**config.mk**
```make
export PLATFORM = sky130hd
export DESIGN_NAME = vta_column
export DESIGN_NICKNAME = d
export VERILOG_FILES = /design/src/hdl/vta_pkg.sv /design/src/hdl/vta_column.sv
export SDC_FILE = /design/constraint.sdc
export NUM_CORES = 2
export LEC_CHECK = 0
export BUFFER_PORTS_ARGS = -buffer_cell sky130_fd_sc_hd__buf_2
export CORE_UTILIZATION = 44
export CTS_CLUSTER_SIZE = 12
export DETAILED_ROUTE_END_ITERATION = 10
export SLEW_MARGIN = 0
export SYNTH_ARGS = -nofsm -noshare
export SYNTH_HDL_FRONTEND = slang
export SYNTH_SLANG_ARGS = --single-unit
```
**constraint.sdc**
```tcl
create_clock -name aclk -period 13.65 [get_ports aclk]
set_input_delay 0.6825 -clock aclk [delete_from_list [all_inputs] [get_ports aclk]]
set_output_delay 0.6825 -clock aclk [all_outputs]
set_load 0.02 [all_outputs]
```
**src/hdl/vta_pkg.sv**
```systemverilog
package vta_pkg;

    // Fixed field widths of the stream and configuration ports.
    localparam int NUM_AXES  = 3;
    localparam int REL_W     = 16;
    localparam int POS_W     = 32;
    localparam int CFG_W     = 60;
    localparam int CFG_IDX_W = 2;

    typedef logic [REL_W-1:0] rel_t;
    typedef rel_t [NUM_AXES-1:0] rel_vec_t;
    typedef logic [POS_W-1:0] pos_t;
    typedef pos_t [NUM_AXES-1:0] pos_vec_t;
    typedef logic [1:0] pos_kind_t;
    typedef logic [CFG_IDX_W-1:0] cfg_idx_t;

    // Position kinds carried in tuser.
    localparam pos_kind_t KIND_CONTINUE = 2'd0;
    localparam pos_kind_t KIND_NEW_ROW  = 2'd1;
    localparam pos_kind_t KIND_ORIGIN   = 2'd2;

    // Configuration register indexes.
    localparam cfg_idx_t CFG_IDX_COL_X = 2'd0;
    localparam cfg_idx_t CFG_IDX_COL_Y = 2'd1;
    localparam cfg_idx_t CFG_IDX_COL_Z = 2'd2;

    // Control handed to the accumulator with each transformed item.
    typedef struct packed {
        logic      load;
        pos_kind_t kind;
    } acc_ctl_t;

endpackage

```
**src/hdl/vta_column.sv**
```systemverilog
module vta_column #(
    parameter int COEF_FRAC_BITS = 14,
    parameter int COEF_WIDTH     = 20
) (
    input  logic                           aclk,
    input  logic                           en_mul,
    input  logic                           en_sum,
    input  logic [vta_pkg::CFG_W-1:0]      coef,
    input  vta_pkg::rel_vec_t              rel,
    output vta_pkg::pos_t                  tr_value
);
    import vta_pkg::*;

    localparam int EXT_W  = NUM_AXES * COEF_WIDTH;
    localparam int PROD_W = REL_W + COEF_WIDTH;
    localparam int SUM_W  = PROD_W + 2;
    localparam logic [SUM_W-1:0] FRAC_MASK =
        SUM_W'((64'd1 << COEF_FRAC_BITS) - 64'd1);

    logic [EXT_W-1:0]         coef_ext;
    logic signed [COEF_WIDTH-1:0] coef_k [NUM_AXES];
    logic signed [PROD_W-1:0] prod_next [NUM_AXES];
    logic signed [PROD_W-1:0] prod_reg [NUM_AXES];
    logic signed [SUM_W-1:0]  sum;
    logic signed [SUM_W-1:0]  sum_adj;
    logic signed [SUM_W-1:0]  quot;
    pos_t                     tr_next;
    pos_t                     tr_reg;

    // Bits of the last coefficient that lie beyond the register read as zero.
    assign coef_ext = EXT_W'(coef);

    always_comb begin
        for (int k = 0; k < NUM_AXES; k++) begin
            coef_k[k]    = $signed(coef_ext[k*COEF_WIDTH +: COEF_WIDTH]);
            prod_next[k] = $signed(rel[k]) * coef_k[k];
        end
    end

    always_ff @(posedge aclk) begin
        if (en_mul) begin
            for (int k = 0; k < NUM_AXES; k++) begin
                prod_reg[k] <= prod_next[k];
            end
        end
    end

    // Truncation toward zero: negative sums are biased up before the shift.
    always_comb begin
        sum = SUM_W'(prod_reg[0]) + SUM_W'(prod_reg[1]) + SUM_W'(prod_reg[2]);
        sum_adj = sum + (sum[SUM_W-1] ? $signed(FRAC_MASK) : $signed({SUM_W{1'b0}}));
        quot = sum_adj >>> COEF_FRAC_BITS;
        tr_next = POS_W'(quot);
    end

    always_ff @(posedge aclk) begin
        if (en_sum) begin
            tr_reg <= tr_next;
        end
    end

    assign tr_value = tr_reg;

endmodule

```
==> results.cfg <==
[timing]
setup_violations = 0
finalCriticalPeriod_ns = 7.05
skew_ns = 0.0127
worst_pin_slew_ns = 1.25
maxSlewHeadroom = 0.155
fin_crit_sh = 0.516
fmax_mhz = 142
setup_tns_ns = 0
fin_hold_ws_ns = 0.754
hold_viol = 0
rsz0062_at_grt = no
final_max_slew_viol_count = 0
fin_ws_ns = 6.60

[grt]
grt_antenna_before_repair = 0
grt_overflow = 0
grtUsageTotal = 0.215
grt_pass1_wl_um = 169000
grt_pass1_vias = 31900
grt_max_degree = 58

[clock_tree]
cts-root-buf = clkbuf_16
path_clk_slew_ns = 0.06
clockBufferDepth = 2
cts.sinks = 132
hold_buffers = 0
cts_tree = done
cts_resized = 0
clk_latency_ns = 0.44
htree_num_levels = 4
numCtsBuffers = 17
post-cts-setup-buffer-count = 0

[yosys]
syn_inst = 4539
ys_warn_count = 0
async_reset_ff_frac = 0
syn_avg_cell_area_sq_um = 9.45
syn-cell-area_sq_um = 42900
seq_area_frac_synth = 0.0925
synthFlopType = edfxtp_1
syn-num-nets = 5952
ys_types = 78
synth-edff-count = 132
ys_ff_latch = 132

[routing]
drtPass1Iterations = 8
drtAntennaViolNets = 0
wl_per_cell_um = 17.3
drt-vias-per-instance = 5.14
vias = 29900
totalWireLength_um = 101000
drc = 0
drtIter0Drc = 1765

[placement]
dp_hpwl_um = 83400
io_buffers = 142
place.gp.congestion = 0.890
place_ws_ns = 6.14

[layout]
final_cell_mix = 1060 x inv_1, 991 x fa_1, 517 x nand2_1
area_delta_synth_final_pct = 5.15
final_util = 0.467
fillers = 9310
largest_reg_flops = 108
antennaDiodeCount = 0
drive_gt1_frac = 0.0441
final_common_cell = inv_1
nets = 5935

[floorplanning]
start_util = 0.444
num_io_pins = 143
row_count = 114
design.core.area_sq_um = 96600
die_width_um = 314
dieArea_sq_um = 98700
die_h_um = 314

[worst_setup_path]
worst_setup_path_start_kind = input pin
cp.buffers_inverters = 4
worst_path_max_delay_cell = clkinv_1
cp_data_arrival_time_ns = 7.22
cp_cell_sequence = buf_2 > clkinv_1 > nor2_1 > fa_1 > fa_1 > fa_1 > fa_1 > fa_1 > inv_1 > fa_1 > inv_1 > ha_1 > a21o_1 > a21oi_1 > o211ai_1 > a221oi_1 > nor2_1 > a41o_1 > o41ai_1 > o2111a_1 > a21oi_1 > xnor2_1
critPathKind = in2reg
slowest_delay_ns = 0.60
crit_required_ns = 13.82
end_kind = flop
critPathMaxFanout = 19
critPathTopFamily = adder cells
cpMostUsedCell = fa_1

[run_status]
outcome = finished, final reports clean

[job]
cap_violations = 0

[hold_path]
hold_path.class = in2reg
-- routing by layer --
metal / track usage / routed length [um] / vias up
met2: 0.362 / 48800 / 747
met1: 0.302 / 45000 / 15400
met4: 0.0455 / 2150 / 0
met5: 0 / 0 / -
met3: 0.0212 / 4770 / 129
li1: - / - / 13600
-- cell type report --
type | count | area (sq um) | share of cell area
Multi-Input combinational cell | 3164 | 34200 | 0.759
Clock buffer | 17 | 425 | 0.00944
Timing Repair Buffer | 144 | 728 | 0.0162
Inverter | 1063 | 3990 | 0.0885
Sequential cell | 132 | 3960 | 0.0879
Clock inverter | 15 | 163 | 0.00361
Tap cell | 1276 | 1600 | 0.0354
-- cells in the mapped netlist (25+ instances only) --
cell | n | area (sq um)
inv_1 | 1060 | 3980
fa_1 | 991 | 19800
nand2_1 | 517 | 1940
and2_1 | 459 | 2870
ha_1 | 311 | 3890
clkbuf_1 | 170 | 638
nor2_1 | 160 | 601
edfxtp_1 | 132 | 3960
xnor2_1 | 115 | 1010
a21oi_1 | 111 | 556
o21ai_0 | 70 | 350
a21o_1 | 39 | 293
nor3_1 | 39 | 195
xor2_1 | 35 | 307
nand3_1 | 31 | 155
a211oi_1 | 25 | 188
-- cells by family (layout without fill, tap and decap cells) --
logic type	Yosys count	count (layout)	share of synthesized area
compound gates	387	387	0.0599
xor+xnor	150	150	0.0306
fa+ha+maj	1302	1302	0.554
buf+inv	1243	1239	0.110
flops	132	132	0.0925
mux	1	1	0.000233
simple gates	1324	1324	0.154
-- worst reg2reg max path: stages (launching register included) --
cell and delay, ns:
edfxtp_1 0.45, fa_1 0.50, ha_1 0.24, fa_1 0.49
a211oi_1 0.44, o21ai_0 0.44, nand4_1 0.31, a31oi_1 0.20
o211a_1 0.33, nor2_1 0.54, ha_1 0.38, a21oi_1 0.20
nand2_1 0.12, a2111o_1 0.37, a211oi_1 0.29, nor4bb_1 0.48
a211oi_1 0.19, nor2_1 0.28, nor2_1 0.18, and3_1 0.19
xor2_1 0.13
-- metrics by stage --
| stage | area [sq um] | cells |
|---|---|---|
| after floorplan | 42900 | 4539 |
| after global placement | 44500 | 5779 |
| after detailed placement | 44500 | 5779 |
| after CTS | 45100 | 5811 |
| after global routing | 45100 | 5811 |
| final | 45100 | 5811 |
-- worst paths after layout --
path	from	to	slack [ns]	cells after the start
max	rel[31]	prod_reg[0][71]	6.60	22
min	en_sum	tr_value[10]	0.75	1
max reg2reg	prod_reg[0][1]	tr_value[6]	6.63	20
min reg2reg	prod_reg[0][18]	tr_value[4]	1.31	4
Power is not shown: default switching activity piles up to over one toggle a cycle in this logic, so the estimate is an artifact.
