--- src/hdl/vta_pkg.sv ---
package vta_pkg;

    // Fixed field widths of the stream and configuration ports.
    localparam int NUM_AXES  = 3;
    localparam int REL_W     = 16;
    localparam int POS_W     = 32;
    localparam int CFG_W     = 60;
    localparam int CFG_IDX_W = 2;

    typedef logic [REL_W-1:0] rel_t;
    typedef rel_t [NUM_AXES-1:0] rel_vec_t;
    typedef logic [POS_W-1:0] pos_t;
    typedef pos_t [NUM_AXES-1:0] pos_vec_t;
    typedef logic [1:0] pos_kind_t;
    typedef logic [CFG_IDX_W-1:0] cfg_idx_t;

    // Position kinds carried in tuser.
    localparam pos_kind_t KIND_CONTINUE = 2'd0;
    localparam pos_kind_t KIND_NEW_ROW  = 2'd1;
    localparam pos_kind_t KIND_ORIGIN   = 2'd2;

    // Configuration register indexes.
    localparam cfg_idx_t CFG_IDX_COL_X = 2'd0;
    localparam cfg_idx_t CFG_IDX_COL_Y = 2'd1;
    localparam cfg_idx_t CFG_IDX_COL_Z = 2'd2;

    // Control handed to the accumulator with each transformed item.
    typedef struct packed {
        logic      load;
        pos_kind_t kind;
    } acc_ctl_t;

endpackage

--- src/hdl/vta_accum.sv ---
module vta_accum (
    input  logic               aclk,
    input  logic               aresetn,
    input  vta_pkg::acc_ctl_t  ctl,
    input  vta_pkg::rel_vec_t  rel,
    input  vta_pkg::pos_vec_t  tr,
    output vta_pkg::pos_vec_t  pos
);
    import vta_pkg::*;

    pos_t last_reg [NUM_AXES];
    pos_t row_reg [NUM_AXES];
    pos_t pos_next [NUM_AXES];
    pos_t row_next [NUM_AXES];
    pos_vec_t out_reg;

    always_comb begin
        for (int k = 0; k < NUM_AXES; k++) begin
            row_next[k] = row_reg[k];
            unique case (ctl.kind)
                KIND_CONTINUE: begin
                    pos_next[k] = last_reg[k] + tr[k];
                end
                KIND_NEW_ROW: begin
                    pos_next[k] = row_reg[k] + tr[k];
                    row_next[k] = pos_next[k];
                end
                default: begin
                    // Origin load; the unused kind decodes the same way.
                    pos_next[k] = POS_W'($signed(rel[k]));
                    row_next[k] = pos_next[k];
                end
            endcase
        end
    end

    always_ff @(posedge aclk) begin
        if (!aresetn) begin
            for (int k = 0; k < NUM_AXES; k++) begin
                last_reg[k] <= '0;
                row_reg[k]  <= '0;
            end
        end else if (ctl.load) begin
            for (int k = 0; k < NUM_AXES; k++) begin
                last_reg[k] <= pos_next[k];
                row_reg[k]  <= row_next[k];
            end
        end
    end

    always_ff @(posedge aclk) begin
        if (ctl.load) begin
            for (int k = 0; k < NUM_AXES; k++) begin
                out_reg[k] <= pos_next[k];
            end
        end
    end

    assign pos = out_reg;

endmodule

--- config.mk ---
export PLATFORM = sky130hd
export DESIGN_NAME = vta_accum
export DESIGN_NICKNAME = d
export VERILOG_FILES = /design/src/hdl/vta_pkg.sv /design/src/hdl/vta_accum.sv
export SDC_FILE = /design/constraint.sdc
export NUM_CORES = 1
export LEC_CHECK = 0
export ABC_CLOCK_PERIOD_IN_PS = 4450
export BUFFER_PORTS_ARGS = -buffer_cell sky130_fd_sc_hd__buf_4
export CORE_UTILIZATION = 55
export DETAILED_ROUTE_END_ITERATION = 7
export GPL_TIMING_DRIVEN = 0
export PLACE_DENSITY = 0.78
export SETUP_SLACK_MARGIN = 0.02
export SYNTH_ARGS = -nofsm -noshare
export SYNTH_HDL_FRONTEND = slang
export SYNTH_SLANG_ARGS = --single-unit
--- constraint.sdc ---
create_clock -name aclk -period 4.45 [get_ports aclk]
set_clock_uncertainty 0.1 [all_clocks]
set_input_delay 0.89 -clock aclk [delete_from_list [all_inputs] [get_ports aclk]]
set_output_delay 0.89 -clock aclk [all_outputs]
set_load 0.01 [all_outputs]
==> flow_metrics.py <==
metrics = {
    "cts": {
        "clk_pin_slew_ns": 0.06,
        "clock_latency_ns": 0.57,
        "htree_levels": 2,
        "clock-sinks": 288,
        "hold_buffers": 0,
        "cts_buffers": 37,
        "cts_buffer_depth": 3,
        "cts-root-buf": "clkbuf_16",
        "cts_tree": "built",
    },
    "placement": {
        "dp_cells": 3279,
        "hpwl_mm": 66.9,
        "gp_congestion": 1.00,
        "io_buffers": 242,
    },
    "detailed_routing": {
        "drt_iter0_markers": 2956,
        "via_count": 22781,
        "ant_nets": 0,
        "drt_wl_total_mm": 90.2,
        "dr.pass1.iters": 8,
        "vias_per_cell": 6.80,
        "wl_per_cell_um": 26.9,
        "drc_errors": 0,
    },
    "grt": {
        "grt_antenna_before_repair": 4,
        "met2_usage_pct": 61.1,
        "grt_usage_pct": 41.6,
        "grt_max_degree": 101,
        "grt_use_met3_pct": 9.60,
        "overflow": 0,
        "gr-usage-met1_pct": 58.6,
        "grt.busiest_layer": "met2",
        "grt_pass1_wl_mm": 130,
        "grt_pass1_vias": 21031,
    },
    "yosys": {
        "synth_edf_count": 288,
        "syn_area_um2": 22800,
        "async_flop_share_pct": 0,
        "yosys_register_bits": 288,
        "ys.flop_type": "edfxtp_1",
        "synth_area_leaders": "edfxtp_1, ha_1, a21oi_1",
        "yosysMostFrequentCell": "a21oi_1",
        "synth_top_area_cell": "edfxtp_1",
        "yosysSeqAreaShare_pct": 37.9,
        "syn_inst": 2504,
        "synth_fp_nets": 2845,
        "synth_common_cells": "a21oi_1, nand2_1, edfxtp_1, nor2_1, ha_1",
        "avgSynthCellArea_um2": 9.12,
        "ys_types": 102,
        "synth_top_area_share_pct": 37.9,
        "yosys_warnings": 0,
    },
    "timing": {
        "fin_crit_ns": 4.66,
        "max-slew-margin-rel_pct": 3.96,
        "max_freq_ghz": 0.215,
        "slew_violations": 0,
        "setup_viol": 2,
        "rsz0062_at_grt": "no",
        "tightestPinTransition_ns": 1.44,
        "final-hold-violation-count": 0,
        "fin_crit_sh_pct": 105,
        "layout_setup_ws_ns": -0.206,
    },
    "cells_and_area": {
        "post-route-util_pct": 65.1,
        "syn_to_final_growth_pct": 16.6,
        "layout-drive-gt1-share_pct": 13.3,
        "nets": 3128,
        "fin_cells": 3348,
    },
    "critical_path": {
        "critPathSlowestCell": "clkbuf_1",
        "worstPathArrival_ns": 4.75,
        "critPathTopFamily": "buffers and inverters",
        "path_cells": "buf_2 > clkinv_1 > nor2_2 > clkbuf_1 > buf_1 > a211oi_1",
        "path_depth": 6,
        "path_buf_inv": 4,
        "worst_setup_path_end_kind": "flop",
        "r2r_cells": 9,
        "cp-start-kind": "primary input",
        "max_stage_delay_ns": 0.98,
        "crit_fanout": 10,
        "rrSetupSlack_ns": 0.58,
        "crit_type": "in2reg",
        "crit_required_ns": 4.54,
    },
    "worst_hold_path": {
        "hp-class": "in2reg",
        "hold_path_depth": 2,
    },
    "outcome": {
        "status": "finished with violations",
        "violations": "setup timing",
    },
    "floorplan": {
        "io_pins": 245,
        "die_x_um": 206,
        "rows": 74,
        "start_util_pct": 55.8,
        "core_area_um2": 40900,
        "fp.dieArea_um2": 42400,
        "dieHeight_um": 206,
    },
    "power": {
        "ir_worst_vdd_v": 0.000347,
        "leakagePower_nw": 11.1,
        "powerDensity_nw_per_um2": 370,
        "power_mw": 9.86,
    },
    "job": {
        "maxCapViolations": 0,
    },
}
[layout make-up]
| type | instances | area [um2] |
|---|---|---|
| Fill cell | 3431 | 14300 |
| Multi-Input combinational cell | 2048 | 13500 |
| Sequential cell | 288 | 8650 |
| Timing Repair Buffer | 244 | 1880 |
| Clock buffer | 49 | 1010 |
| Tap cell | 532 | 666 |
| Buffer | 123 | 589 |
| Clock inverter | 18 | 218 |
| Inverter | 45 | 169 |
| Antenna cell | 1 | 2.50 |
[worst paths after layout]
kind	from	end
max	ctl[0]	pos[81]
min	rel[19]	pos[35]
max reg2reg	row_reg[0][65]	pos[89]
min reg2reg	row_reg[0][0]	row_reg[0][0]
[where the power goes]
part / leakage, nW / switching, mW / internal, mW
clock network: 0.595 / 1.29 / 1.89
logic: 7.50 / 2.06 / 1.22
registers: 3.03 / 0.0922 / 3.31
total: 11.1 / 3.44 / 6.42
[metal layers]
metal | part of all wire, % | vias up | wire length [um]
met5 | 0 | - | 0
met4 | 4.5 | 0 | 4070
met3 | 12 | 276 | 11200
met2 | 42 | 1614 | 37900
met1 | 41 | 10870 | 37000
li1 | - | 10021 | -
[cells by family (layout without fill, tap and decap cells)]
group	after synthesis	in the layout	synth area share [%]
XOR/XNOR	131	131	5.02
AND/OR/NAND/NOR	832	832	17.1
AO/OA/AOI/OAI	853	853	24.2
flip-flops	288	288	37.9
multiplexers	40	40	1.80
other	0	1	0
adder cells (fa/ha/maj)	192	192	10.7
buffers and inverters	168	479	3.32
[placed cells by master (no fill, tap or decap), types with 7 or more instances in the layout]
cell type | netlist | routed
o21a_1 | 45 | 45
nor4_1 | 8 | 8
mux2i_1 | 31 | 31
o21bai_1 | 20 | 20
and2_1 | 59 | 59
o31ai_1 | 16 | 16
a211oi_1 | 36 | 36
o21ai_0 | 130 | 130
nand3_1 | 69 | 69
buf_4 | 5 | 246
a21boi_0 | 7 | 7
clkinv_1 | 2 | 7
o22ai_1 | 8 | 8
o31a_1 | 10 | 10
edfxtp_1 | 288 | 288
nor3_1 | 50 | 50
ha_1 | 186 | 186
xor2_1 | 54 | 54
inv_1 | 43 | 43
or3_1 | 22 | 22
a21oi_1 | 310 | 310
nand2b_1 | 22 | 21
o211ai_1 | 30 | 30
mux2_2 | 9 | 9
buf_1 | 10 | 10
a31oi_1 | 36 | 36
o211a_1 | 7 | 7
a21o_1 | 68 | 68
a41oi_1 | 14 | 14
clkbuf_16 | 0 | 39
xnor2_1 | 77 | 77
nand2_1 | 289 | 288
nand4_1 | 41 | 41
a211oi_2 | 8 | 8
clkbuf_1 | 94 | 104
nor2_1 | 193 | 192
o21ai_1 | 19 | 19
nor2b_1 | 23 | 23
and3_1 | 25 | 25
[through the flow]
| step | TNS [ns] | hold slack [ns] | worst slack (ns) | instance area, um2 |
|---|---|---|---|---|
| 5_1_grt | 0 | 0.543 | 0.0499 | 26600 |
| 3_5_place_dp | -34.47 | 0.623 | -0.802 | 25400 |
| 4_1_cts | 0 | 0.538 | 0.140 | 26600 |
| 3_3_place_gp | -352.44 | 0.602 | -2.39 | 25300 |
| 6_report | -0.291 | 0.553 | -0.206 | 26600 |
| 2_1_floorplan | 0 | 0.586 | 0.657 | 22900 |
[repair_timing]
item,4_1_cts,5_1_grt
setup endpoints to repair,9,0
gates resized for setup,1,0
buffers inserted,0,0
Note: power is estimated with default switching activity, not from simulation.
